$ cat config.mk
export PLATFORM = sky130hd
export DESIGN_NAME = versatile_interface_adapter_unit
export DESIGN_NICKNAME = d
export VERILOG_FILES = /design/src/design/via_pkg.sv /design/src/design/via_core.sv /design/src/design/versatile_interface_adapter_unit.sv
export SDC_FILE = /design/constraint.sdc
export NUM_CORES = 1
export LEC_CHECK = 0
export ABC_AREA = 1
export BUFFER_PORTS_ARGS = -buffer_cell sky130_fd_sc_hd__buf_4
export CAP_MARGIN = 30
export CORE_ASPECT_RATIO = 1.1
export CORE_MARGIN = 1
export CORE_UTILIZATION = 50
export CTS_BUF_LIST = sky130_fd_sc_hd__clkbuf_8
export CTS_CLUSTER_DIAMETER = 40
export DETAILED_ROUTE_END_ITERATION = 7
export GPL_TIMING_DRIVEN = 0
export PLACE_DENSITY = 0.68
export SYNTH_ARGS = -nofsm -noshare
export SYNTH_HDL_FRONTEND = slang
export SYNTH_SLANG_ARGS = --single-unit
$ cat constraint.sdc
create_clock -name clk -period 4.65 [get_ports clk]
set_input_delay 0.465 -clock clk [delete_from_list [all_inputs] [get_ports clk]]
set_output_delay 0.465 -clock clk [all_outputs]
set_load 0.1 [all_outputs]
$ cat src/design/via_pkg.sv
`timescale 1ns / 1ps
`default_nettype none
// ----------------------------------------------------------------------------
// via_pkg
// Types and codes shared by the interface adapter core and its top level.
// ----------------------------------------------------------------------------
package via_pkg;

	// item commands
	localparam logic [3:0] CMD_READ      = 4'd0;
	localparam logic [3:0] CMD_WRITE     = 4'd1;
	localparam logic [3:0] CMD_TICK      = 4'd2;
	localparam logic [3:0] CMD_SHIFT_IN  = 4'd3;
	localparam logic [3:0] CMD_SHIFT_OUT = 4'd4;
	localparam logic [3:0] CMD_CA1       = 4'd5;
	localparam logic [3:0] CMD_CA2       = 4'd6;
	localparam logic [3:0] CMD_CB1       = 4'd7;
	localparam logic [3:0] CMD_CB2       = 4'd8;

	// register map
	localparam logic [3:0] REG_ORB    = 4'h0;
	localparam logic [3:0] REG_ORA    = 4'h1;
	localparam logic [3:0] REG_DDRB   = 4'h2;
	localparam logic [3:0] REG_DDRA   = 4'h3;
	localparam logic [3:0] REG_T1CL   = 4'h4;
	localparam logic [3:0] REG_T1CH   = 4'h5;
	localparam logic [3:0] REG_T1LL   = 4'h6;
	localparam logic [3:0] REG_T1LH   = 4'h7;
	localparam logic [3:0] REG_T2CL   = 4'h8;
	localparam logic [3:0] REG_T2CH   = 4'h9;
	localparam logic [3:0] REG_SR     = 4'hA;
	localparam logic [3:0] REG_ACR    = 4'hB;
	localparam logic [3:0] REG_PCR    = 4'hC;
	localparam logic [3:0] REG_IFR    = 4'hD;
	localparam logic [3:0] REG_IER    = 4'hE;
	localparam logic [3:0] REG_ORA_NH = 4'hF;

	// interrupt flag bit positions
	localparam int FLAG_CA2 = 0;
	localparam int FLAG_CA1 = 1;
	localparam int FLAG_SR  = 2;
	localparam int FLAG_CB2 = 3;
	localparam int FLAG_CB1 = 4;
	localparam int FLAG_T2  = 5;
	localparam int FLAG_T1  = 6;
	localparam int NUM_FLAGS = 7;

	// ACR shift modes, bits 4..2
	localparam logic [2:0] SR_MODE_OFF      = 3'd0;
	localparam logic [2:0] SR_MODE_IN_EXT   = 3'd3;
	localparam logic [2:0] SR_MODE_OUT_PHI2 = 3'd6;
	localparam logic [2:0] SR_MODE_OUT_EXT  = 3'd7;

	// config register indexes
	localparam logic [7:0] CFG_PA_MASK  = 8'd0;
	localparam logic [7:0] CFG_PB_MASK  = 8'd1;
	localparam logic [7:0] CFG_PA_FLOAT = 8'd2;
	localparam logic [7:0] CFG_PB_FLOAT = 8'd3;

	typedef struct packed {
		logic [3:0] command;
		logic [3:0] reg_addr;
		logic [7:0] write_data;
		logic [7:0] shift_byte;
		logic [7:0] port_a_pins;
		logic [7:0] port_b_pins;
	} in_item_t;

	typedef struct packed {
		logic [7:0] read_data;
		logic [7:0] port_a_out;
		logic [7:0] port_b_out;
		logic       cb2_level;
		logic       irq;
		logic       shift_ok;
	} out_item_t;

	typedef struct packed {
		logic [7:0] port_a_input_mask;
		logic [7:0] port_b_input_mask;
		logic [7:0] port_a_float_value;
		logic [7:0] port_b_float_value;
	} cfg_t;

endpackage
`default_nettype wire

$ cat src/design/via_core.sv
`timescale 1ns / 1ps
`default_nettype none
// ----------------------------------------------------------------------------
// via_core
// Adapter register file, timers and interrupt logic. Applies one item per
// enabled cycle; the pin levels, CB2 level and IRQ in the result come from the updated state.
// ----------------------------------------------------------------------------
module via_core (
	input  wire                 clk,
	input  wire                 arst_n,
	input  wire                 en,
	input  via_pkg::in_item_t   item,
	input  via_pkg::cfg_t       cfg,
	output via_pkg::out_item_t  result
);
	import via_pkg::*;

	logic [7:0]           ora_q, orb_q, ddra_q, ddrb_q;
	logic [15:0]          t1_latch_q, t1_count_q, t2_count_q;
	logic [7:0]           t2_latch_low_q, sr_q, acr_q, pcr_q;
	logic [NUM_FLAGS-1:0] ifr_q, ier_q;
	logic                 t1_armed_q, t2_armed_q, pb7_tog_q, cb2_q;

	logic [7:0]           ora_n, orb_n, ddra_n, ddrb_n;
	logic [15:0]          t1_latch_n, t1_count_n, t2_count_n;
	logic [7:0]           t2_latch_low_n, sr_n, acr_n, pcr_n;
	logic [NUM_FLAGS-1:0] ifr_n, ier_n;
	logic                 t1_armed_n, t2_armed_n, pb7_tog_n, cb2_n;

	logic [7:0] rd;
	logic       ok;
	logic       wr;
	logic [7:0] d;
	logic [2:0] sr_mode;
	logic [7:0] drv_a, drv_b;

	assign wr      = (item.command == CMD_WRITE);
	assign d       = item.write_data;
	assign sr_mode = acr_q[4:2];

	always_comb begin
		ora_n          = ora_q;
		orb_n          = orb_q;
		ddra_n         = ddra_q;
		ddrb_n         = ddrb_q;
		t1_latch_n     = t1_latch_q;
		t1_count_n     = t1_count_q;
		t2_count_n     = t2_count_q;
		t2_latch_low_n = t2_latch_low_q;
		sr_n           = sr_q;
		acr_n          = acr_q;
		pcr_n          = pcr_q;
		ifr_n          = ifr_q;
		ier_n          = ier_q;
		t1_armed_n     = t1_armed_q;
		t2_armed_n     = t2_armed_q;
		pb7_tog_n      = pb7_tog_q;
		cb2_n          = cb2_q;
		rd             = 8'h00;
		ok             = 1'b0;

		case (item.command)
			CMD_READ, CMD_WRITE: begin
				case (item.reg_addr)
					REG_ORB: begin
						if (pcr_q[7:5] == 3'b000)
							ifr_n[FLAG_CB2] = 1'b0;
						ifr_n[FLAG_CB1] = 1'b0;
						if (wr) begin
							orb_n     = d;
							pb7_tog_n = 1'b0;
						end else begin
							rd = (orb_q & ddrb_q)
								| (~ddrb_q & ~cfg.port_b_input_mask & cfg.port_b_float_value)
								| (~ddrb_q & cfg.port_b_input_mask & item.port_b_pins);
						end
					end
					REG_ORA, REG_ORA_NH: begin
						if (pcr_q[3:1] == 3'b000)
							ifr_n[FLAG_CA2] = 1'b0;
						ifr_n[FLAG_CA1] = 1'b0;
						if (wr) begin
							ora_n = d;
						end else begin
							rd = (ora_q & ddra_q)
								| (~ddra_q & ~cfg.port_a_input_mask & cfg.port_a_float_value)
								| (~ddra_q & cfg.port_a_input_mask & item.port_a_pins);
						end
					end
					REG_DDRB: begin
						if (wr) begin
							ddrb_n    = d;
							pb7_tog_n = 1'b0;
						end else begin
							rd = ddrb_q;
						end
					end
					REG_DDRA: begin
						if (wr) ddra_n = d;
						else rd = ddra_q;
					end
					REG_T1CL: begin
						if (wr) begin
							t1_latch_n = {t1_latch_q[15:8], d};
						end else begin
							ifr_n[FLAG_T1] = 1'b0;
							rd = t1_count_q[7:0];
						end
					end
					REG_T1CH: begin
						if (wr) begin
							t1_latch_n     = {d, t1_latch_q[7:0]};
							t1_count_n     = {d, t1_latch_q[7:0]};
							ifr_n[FLAG_T1] = 1'b0;
							if (!acr_q[6])
								t1_armed_n = 1'b1;
						end else begin
							rd = t1_count_q[15:8];
						end
					end
					REG_T1LL: begin
						if (wr) t1_latch_n = {t1_latch_q[15:8], d};
						else rd = t1_latch_q[7:0];
					end
					REG_T1LH: begin
						if (wr) begin
							t1_latch_n     = {d, t1_latch_q[7:0]};
							ifr_n[FLAG_T1] = 1'b0;
						end else begin
							rd = t1_latch_q[15:8];
						end
					end
					REG_T2CL: begin
						if (wr) begin
							t2_latch_low_n = d;
						end else begin
							ifr_n[FLAG_T2] = 1'b0;
							rd = t2_count_q[7:0];
						end
					end
					REG_T2CH: begin
						if (wr) begin
							t2_count_n     = {d, t2_latch_low_q};
							ifr_n[FLAG_T2] = 1'b0;
							t2_armed_n     = 1'b1;
						end else begin
							rd = t2_count_q[15:8];
						end
					end
					REG_SR: begin
						ifr_n[FLAG_SR] = 1'b0;
						if (wr) begin
							sr_n = d;
							// writing zero in phi2 shift-out mode pulls CB2 low
							if (sr_mode == SR_MODE_OUT_PHI2 && d == 8'h00)
								cb2_n = 1'b0;
						end else begin
							rd = sr_q;
						end
					end
					REG_ACR: begin
						if (wr) begin
							if (acr_q[4] && !d[4])
								cb2_n = 1'b1;
							acr_n = d;
							if (d[4:2] == SR_MODE_OFF)
								ifr_n[FLAG_SR] = 1'b0;
						end else begin
							rd = acr_q;
						end
					end
					REG_PCR: begin
						if (wr) pcr_n = d;
						else rd = pcr_q;
					end
					REG_IFR: begin
						if (wr) ifr_n = ifr_q & ~d[NUM_FLAGS-1:0];
						else rd = {|(ifr_q & ier_q), ifr_q};
					end
					REG_IER: begin
						if (wr) begin
							if (d[7]) ier_n = ier_q | d[NUM_FLAGS-1:0];
							else ier_n = ier_q & ~d[NUM_FLAGS-1:0];
						end else begin
							rd = {1'b1, ier_q};
						end
					end
					default: ;
				endcase
			end
			CMD_TICK: begin
				if (t1_count_q == 16'd1) begin
					if (acr_q[6]) begin
						// free-running: reload and flag every expiry
						t1_count_n     = t1_latch_q;
						ifr_n[FLAG_T1] = 1'b1;
						if (acr_q[7])
							pb7_tog_n = ~pb7_tog_q;
					end else begin
						t1_count_n = 16'd0;
						if (t1_armed_q) begin
							t1_armed_n     = 1'b0;
							ifr_n[FLAG_T1] = 1'b1;
						end
					end
				end else begin
					t1_count_n = t1_count_q - 16'd1;
				end
				if (t2_count_q == 16'd1 && t2_armed_q) begin
					t2_armed_n     = 1'b0;
					ifr_n[FLAG_T2] = 1'b1;
				end
				t2_count_n = t2_count_q - 16'd1;
			end
			CMD_SHIFT_IN: begin
				if (sr_mode == SR_MODE_IN_EXT) begin
					sr_n            = item.shift_byte;
					ifr_n[FLAG_SR]  = 1'b1;
					ifr_n[FLAG_CB1] = 1'b1;
					ok              = 1'b1;
				end
			end
			CMD_SHIFT_OUT: begin
				if (sr_mode == SR_MODE_OUT_EXT) begin
					ifr_n[FLAG_SR]  = 1'b1;
					ifr_n[FLAG_CB1] = 1'b1;
					cb2_n           = sr_q[0];
					rd              = sr_q;
					ok              = 1'b1;
				end
			end
			CMD_CA1: ifr_n[FLAG_CA1] = 1'b1;
			CMD_CA2: ifr_n[FLAG_CA2] = 1'b1;
			CMD_CB1: ifr_n[FLAG_CB1] = 1'b1;
			CMD_CB2: ifr_n[FLAG_CB2] = 1'b1;
			default: ;
		endcase
	end

	// pin levels as seen after this beat's update
	assign drv_a = (ora_n & ddra_n) | (~ddra_n & cfg.port_a_float_value);
	assign drv_b = ((orb_n & ddrb_n) | (~ddrb_n & cfg.port_b_float_value))
		^ {pb7_tog_n, 7'b0};

	always_comb begin
		result.read_data  = rd;
		result.port_a_out = drv_a;
		result.port_b_out = drv_b;
		result.cb2_level  = cb2_n;
		result.irq        = |(ifr_n & ier_n);
		result.shift_ok   = ok;
	end

	always_ff @(posedge clk or negedge arst_n) begin
		if (!arst_n) begin
			ora_q          <= '0;
			orb_q          <= '0;
			ddra_q         <= '0;
			ddrb_q         <= '0;
			t1_latch_q     <= '0;
			t1_count_q     <= '0;
			t2_count_q     <= '0;
			t2_latch_low_q <= '0;
			sr_q           <= '0;
			acr_q          <= '0;
			pcr_q          <= '0;
			ifr_q          <= '0;
			ier_q          <= '0;
			t1_armed_q     <= 1'b0;
			t2_armed_q     <= 1'b0;
			pb7_tog_q      <= 1'b0;
			cb2_q          <= 1'b1;
		end else if (en) begin
			ora_q          <= ora_n;
			orb_q          <= orb_n;
			ddra_q         <= ddra_n;
			ddrb_q         <= ddrb_n;
			t1_latch_q     <= t1_latch_n;
			t1_count_q     <= t1_count_n;
			t2_count_q     <= t2_count_n;
			t2_latch_low_q <= t2_latch_low_n;
			sr_q           <= sr_n;
			acr_q          <= acr_n;
			pcr_q          <= pcr_n;
			ifr_q          <= ifr_n;
			ier_q          <= ier_n;
			t1_armed_q     <= t1_armed_n;
			t2_armed_q     <= t2_armed_n;
			pb7_tog_q      <= pb7_tog_n;
			cb2_q          <= cb2_n;
		end
	end

endmodule
`default_nettype wire

$ cat src/design/versatile_interface_adapter_unit.sv
`timescale 1ns / 1ps
`default_nettype none
// An item beat reaches the result beat through the input register, then the result register.
// Throughput: one item per cycle unless a held result stalls; core state updates on advance.
// The result register lets a new item enter while the previous result waits.
// Reset (arst_n low, async): all adapter state clears, CB2 level goes high,
// config registers return to 0xFF; no clearing pass is needed.
// ----------------------------------------------------------------------------
// versatile_interface_adapter_unit
// Top level: input register, config registers, adapter core, result register.
// ----------------------------------------------------------------------------
module versatile_interface_adapter_unit (
	input  wire                 clk,
	input  wire                 arst_n,
	input  wire                 item_valid,
	output logic                item_ready,
	input  via_pkg::in_item_t   item,
	output logic                result_valid,
	input  wire                 result_ready,
	output via_pkg::out_item_t  result,
	input  wire                 cfg_valid,
	output logic                cfg_ready,
	input  wire  [7:0]          cfg_index,
	input  wire  [7:0]          cfg_data
);
	import via_pkg::*;

	cfg_t      cfg_q;
	in_item_t  item_s1;
	logic      valid_s1;
	out_item_t res_s2;
	logic      valid_s2;
	out_item_t core_res;
	logic      adv;

	assign cfg_ready = 1'b1;

	// s1 moves into the result register when that slot is free or draining
	assign adv        = valid_s1 && (!valid_s2 || result_ready);
	assign item_ready = !valid_s1 || adv;

	always_ff @(posedge clk or negedge arst_n) begin
		if (!arst_n) begin
			cfg_q <= '{8'hFF, 8'hFF, 8'hFF, 8'hFF};
		end else if (cfg_valid && cfg_ready) begin
			case (cfg_index)
				CFG_PA_MASK:  cfg_q.port_a_input_mask  <= cfg_data;
				CFG_PB_MASK:  cfg_q.port_b_input_mask  <= cfg_data;
				CFG_PA_FLOAT: cfg_q.port_a_float_value <= cfg_data;
				CFG_PB_FLOAT: cfg_q.port_b_float_value <= cfg_data;
				default: ;
			endcase
		end
	end

	always_ff @(posedge clk or negedge arst_n) begin
		if (!arst_n) begin
			valid_s1 <= 1'b0;
			valid_s2 <= 1'b0;
		end else begin
			if (item_ready)
				valid_s1 <= item_valid;
			if (adv)
				valid_s2 <= 1'b1;
			else if (result_ready)
				valid_s2 <= 1'b0;
		end
	end

	always_ff @(posedge clk) begin
		if (item_valid && item_ready)
			item_s1 <= item;
		if (adv)
			res_s2 <= core_res;
	end

	via_core u_core (
		.clk    (clk),
		.arst_n (arst_n),
		.en     (adv),
		.item   (item_s1),
		.cfg    (cfg_q),
		.result (core_res)
	);

	assign result_valid = valid_s2;
	assign result       = res_s2;

`ifndef SYNTHESIS
	a_ready_when_empty: assert property (@(posedge clk) disable iff (!arst_n)
		!valid_s1 |-> item_ready)
		else $error("input stage empty but item_ready low");

	a_accept_fills_s1: assert property (@(posedge clk) disable iff (!arst_n)
		item_valid && item_ready |=> valid_s1)
		else $error("accepted beat did not reach input stage");

	a_adv_fills_s2: assert property (@(posedge clk) disable iff (!arst_n)
		adv |=> result_valid)
		else $error("core result lost on its way to the result register");

	a_no_adv_unless_s1: assert property (@(posedge clk) disable iff (!arst_n)
		adv |-> valid_s1 && (!valid_s2 || result_ready))
		else $error("core advanced without a held item or result space");
`endif

endmodule
`default_nettype wire
==> key figures <==
Pwr
  – Sw Ratio: 0.367
  – Cell internal pwr: 4320 uW
  – Clock share of power: 0.326
  – Power Total: 6830 uW
  – Switching power: approximately 2500 uW
  – Leakage: between 0.006 and 0.007 uW
  – Cell Pwr Density: 477 mW/mm^2
  – Combinational power share: 0.244
  – Reg power frac: 0.430
  – Peak supply drop: around 0.3 mV

Logic synthesis
  – Synth Area per Inst: roughly 8.0 sq um
  – Ys async rst share: 0.710
  – Synth Area in XOR/XNOR: 0.0129
  – Most common flop cell mapped by yosys: dfrtp_1
  – Syn Nets: ~1,600
  – Cells after synthesis: roughly 1,500
  – Proportion of synthesized area in mux cells: 0.0112
  – Main combinational cell family by area after synthesis: simple AND/OR/NAND/NOR gates
  – Ys Warns: 0
  – Post-synthesis simple-gate area fraction: 0.265
  – Netlist cell types: 48
  – FF+latch count, synth: 231
  – Adder and majority cell fraction of the synthesized area: 0.00410
  – Post-synthesis compound-gate area fraction: 0.137
  – Cell area after synthesis: 0.0122 sq mm
  – Sequential area share after synthesis: 0.504
  – Number of synthesized flops with an enable pin: 67

Setup path
  – Worst setup SP type: flop
  – CP max stage cell: buf_2
  – Max FO, Critical Path: 36
  – Worst setup EP type: flop
  – Critical path's largest stage delay: 0.81 ns
  – Critical Path End: result[7]$_DFFE_PP_
  – CP Cell Sequence: nand2_1 -> nand2_1 -> inv_1 -> clkbuf_1 -> buf_2
  – Reg2reg end: result[7]$_DFFE_PP_
  – Setup crit start: result_valid$_DFFE_PN0P_
  – Crit-path leading delay family: buffers and inverters
  – Crit-path most repeated cell: nand2_1
  – R2R cell count: 5
  – WP depth: 5
  – R2R Setup Slk: 1.76 ns
  – Worst path arrival time: 3.05 ns
  – CP required: between 4 and 5 ns
  – CP Buf/Inv Count: 3
  – WS Path Type: flop to flop
  – Reg-to-reg startpoint: result_valid$_DFFE_PN0P_

Layout
  – Share of cells above drive strength 1: 0.147
  – Synthesis-to-layout area growth: 17.1%
  – Leading cell type in the layout, fill and taps excluded: nand2_1
  – Final nets: 1,739
  – Fin util: 0.600
  – Antenna cell count: 0
  – Finished layout cell area: 0.0143 sq mm
  – Most frequent cells in the layout: 417 x nand2_1, 203 x o21ai_0, 159 x nand3_1

Timing
  – Layout Skew: between 0.015 and 0.02 ns
  – Period utilization: 0.621
  – Post-route setup TNS: 0 ns
  – Setup Viol. Count Final: 0
  – PnR worst setup slack: roughly 1.8 ns
  – Final Hold Fails: 0
  – RSZ-0062 raised after global routing: no
  – Slew Limit Fails: 0
  – Slew HR: 0.339
  – Achievable frequency: roughly 350 MHz
  – Min Tclk post-route: a little under 3 ns
  – Measured slew at the worst slew-check pin: 0.992 ns

Place
  – Gpl congestion: 0.999
  – Detailed placer's ending HPWL: between 30,000 and 40,000 um
  – IO Port Bufs: 89
  – DP Area: about 0.013 sq mm
  – Pre-CTS WS: 1.57 ns

GRT
  – Gr ovfl total: 0
  – Largest net degree at the start of global routing: ~100
  – Antenna violations before repair: 0
  – GRT Util Overall: 0.346
  – First-pass GRT wire length: between 60,000 and 70,000 um
  – Vias in the first global route: 11,161

Status
  – Outcome: complete, no violations

Route
  – DRT antenna net count: 0
  – M1 WL: 17,300 um
  – Starting DRT DRC Count: 1,212
  – Routed length on met2: roughly 18,000 um
  – Total Wirelength: about 42,000 um
  – Drt pass-1 iters: 8
  – DRC: 0
  – Routed len/inst: around 21 um
  – Top sig layer: met4
  – Vias: roughly 12,000
  – Met3 WL post-DR: between 4000 and 5000 um
  – Drt via density: around 5.8

Clock network
  – Post-CTS Setup Bufs: 0
  – CTS tree: built
  – CTS Root Cell: clkbuf_8
  – Post_cts resized: 0
  – Hold_buf cts: 1
  – Clk pin slew, worst setup/hold paths: ~0.06 ns
  – CTS sink cnt: between 200 and 250
  – Clk buf depth: 3
  – H-tree depth: 2
  – Clk Latency, worst-skew pair: 0.56 ns
  – CTS Buf Count: 44

Die
  – Die height: approximately 170 um
  – Core area: roughly 0.024 sq mm
  – Num ports: 91
  – # rows: between 50 and 60
  – Die width: 151 um
  – Die area: approximately 0.025 sq mm
  – Initial Util: 0.512

Job
  – Max-Cap Viols: 0

Hold path
  – Worst Hold Class: input pin to flop
## worst reg2reg max path: stages (launching register included)
cell and delay, ns:
dfrtp_1 0.39, nand2_1 0.09, nand2_1 0.36, inv_1 0.36, clkbuf_1 0.48, buf_2 0.81
## final cells by class
class                   instances  area [sq um]
multi-input cells            1106          5260
flip-flops and latches        231          6160
clock inverters                31           302
fillers                      2221          9530
well taps                     305           382
plain buffers                  53           250
repair buffers                 92           733
inverters                     146           548
clock buffers                  49           674
## logic make-up after synthesis
group / count (synthesis)
and+or+nand+nor: 761
DFF: 231
xor gates and xnor gates: 18
adders and majority gates: 4
AOI/OAI and AO/OA: 309
other: 1
buffers and inverters: 199
muxes: 13
## registers in the layout, summed over array words and instances, names as in the netlist, 7 cells and up
signal and cells:
cfg_q 32, item_s1 40, result 27, u_core.acr_q 8, u_core.ddra_q 8, u_core.ddrb_q 8, u_core.ier_q 7, u_core.ifr_q 7
u_core.ora_q 8, u_core.orb_q 8, u_core.pcr_q 8, u_core.sr_q 8, u_core.t1_count_q 16, u_core.t1_latch_q 16, u_core.t2_count_q 16, u_core.t2_latch_low_q 8
## worst min-delay path by stage
| stage | from | end | slack (ns) | depth (start not counted) |
|---|---|---|---|---|
| 6_report | item[29] | item_s1[29]$_DFFE_PP_ | 0.08 | 1 |
| 3_5_place_dp | arst_n | u_core.t2_latch_low_q[6]$_DFFE_PN0P_ | 0.46 | 1 |
| 3_3_place_gp | u_core.orb_q[1]$_DFFE_PN0P_ | u_core.orb_q[1]$_DFFE_PN0P_ | 0.47 | 2 |
| 2_1_floorplan | arst_n | result_valid$_DFFE_PN0P_ | 0.17 | 0 |
| 5_1_grt | item[35] | item_s1[35]$_DFFE_PP_ | 0.06 | 1 |
| 4_1_cts | item[29] | item_s1[29]$_DFFE_PP_ | 0.06 | 1 |
## per-layer routing
| layer | global-route usage | vias to the layer above |
|---|---|---|
| li1 | - | 5420 |
| met1 | 0.480 | 5427 |
| met2 | 0.502 | 636 |
| met3 | 0.0745 | 140 |
| met4 | 0.191 | 0 |
| met5 | 0 | - |
## per-stage QoR
stage	hold WS, ns	cells
after floorplan	0.169	1536
after global placement	0.466	1930
after detailed placement	0.458	1931
after CTS	0.0590	2012
after global routing	0.0612	2013
final	0.0824	2013
## synth_stat cells, types with 14 or more instances
| master | n | share of area |
|---|---|---|
| xor2_1 | 16 | 0.011 |
| o21ai_0 | 203 | 0.083 |
| nor2_1 | 124 | 0.038 |
| dfstp_2 | 33 | 0.071 |
| buf_2 | 14 | 0.0057 |
| o21ai_1 | 20 | 0.0082 |
| clkbuf_1 | 30 | 0.0092 |
| nand4_1 | 24 | 0.012 |
| dfrtp_1 | 131 | 0.27 |
| a21oi_1 | 41 | 0.017 |
| inv_1 | 136 | 0.042 |
| edfxtp_1 | 67 | 0.16 |
| nand3_1 | 159 | 0.065 |
| nand2_1 | 417 | 0.13 |
## power by group through the flow
| stage | clock network [uW] | registers (uW) | logic [uW] |
|---|---|---|---|
| 6_report | 2220 | 2940 | 1670 |
| 5_1_grt | 2340 | 2970 | 1850 |
| 4_1_cts | 2250 | 2910 | 1650 |
| 3_5_place_dp | 0 | 2940 | 1640 |
| 3_3_place_gp | 0 | 2940 | 1610 |
| 2_1_floorplan | 0 | 3050 | 949 |
(Power assumes the default switching activity.)
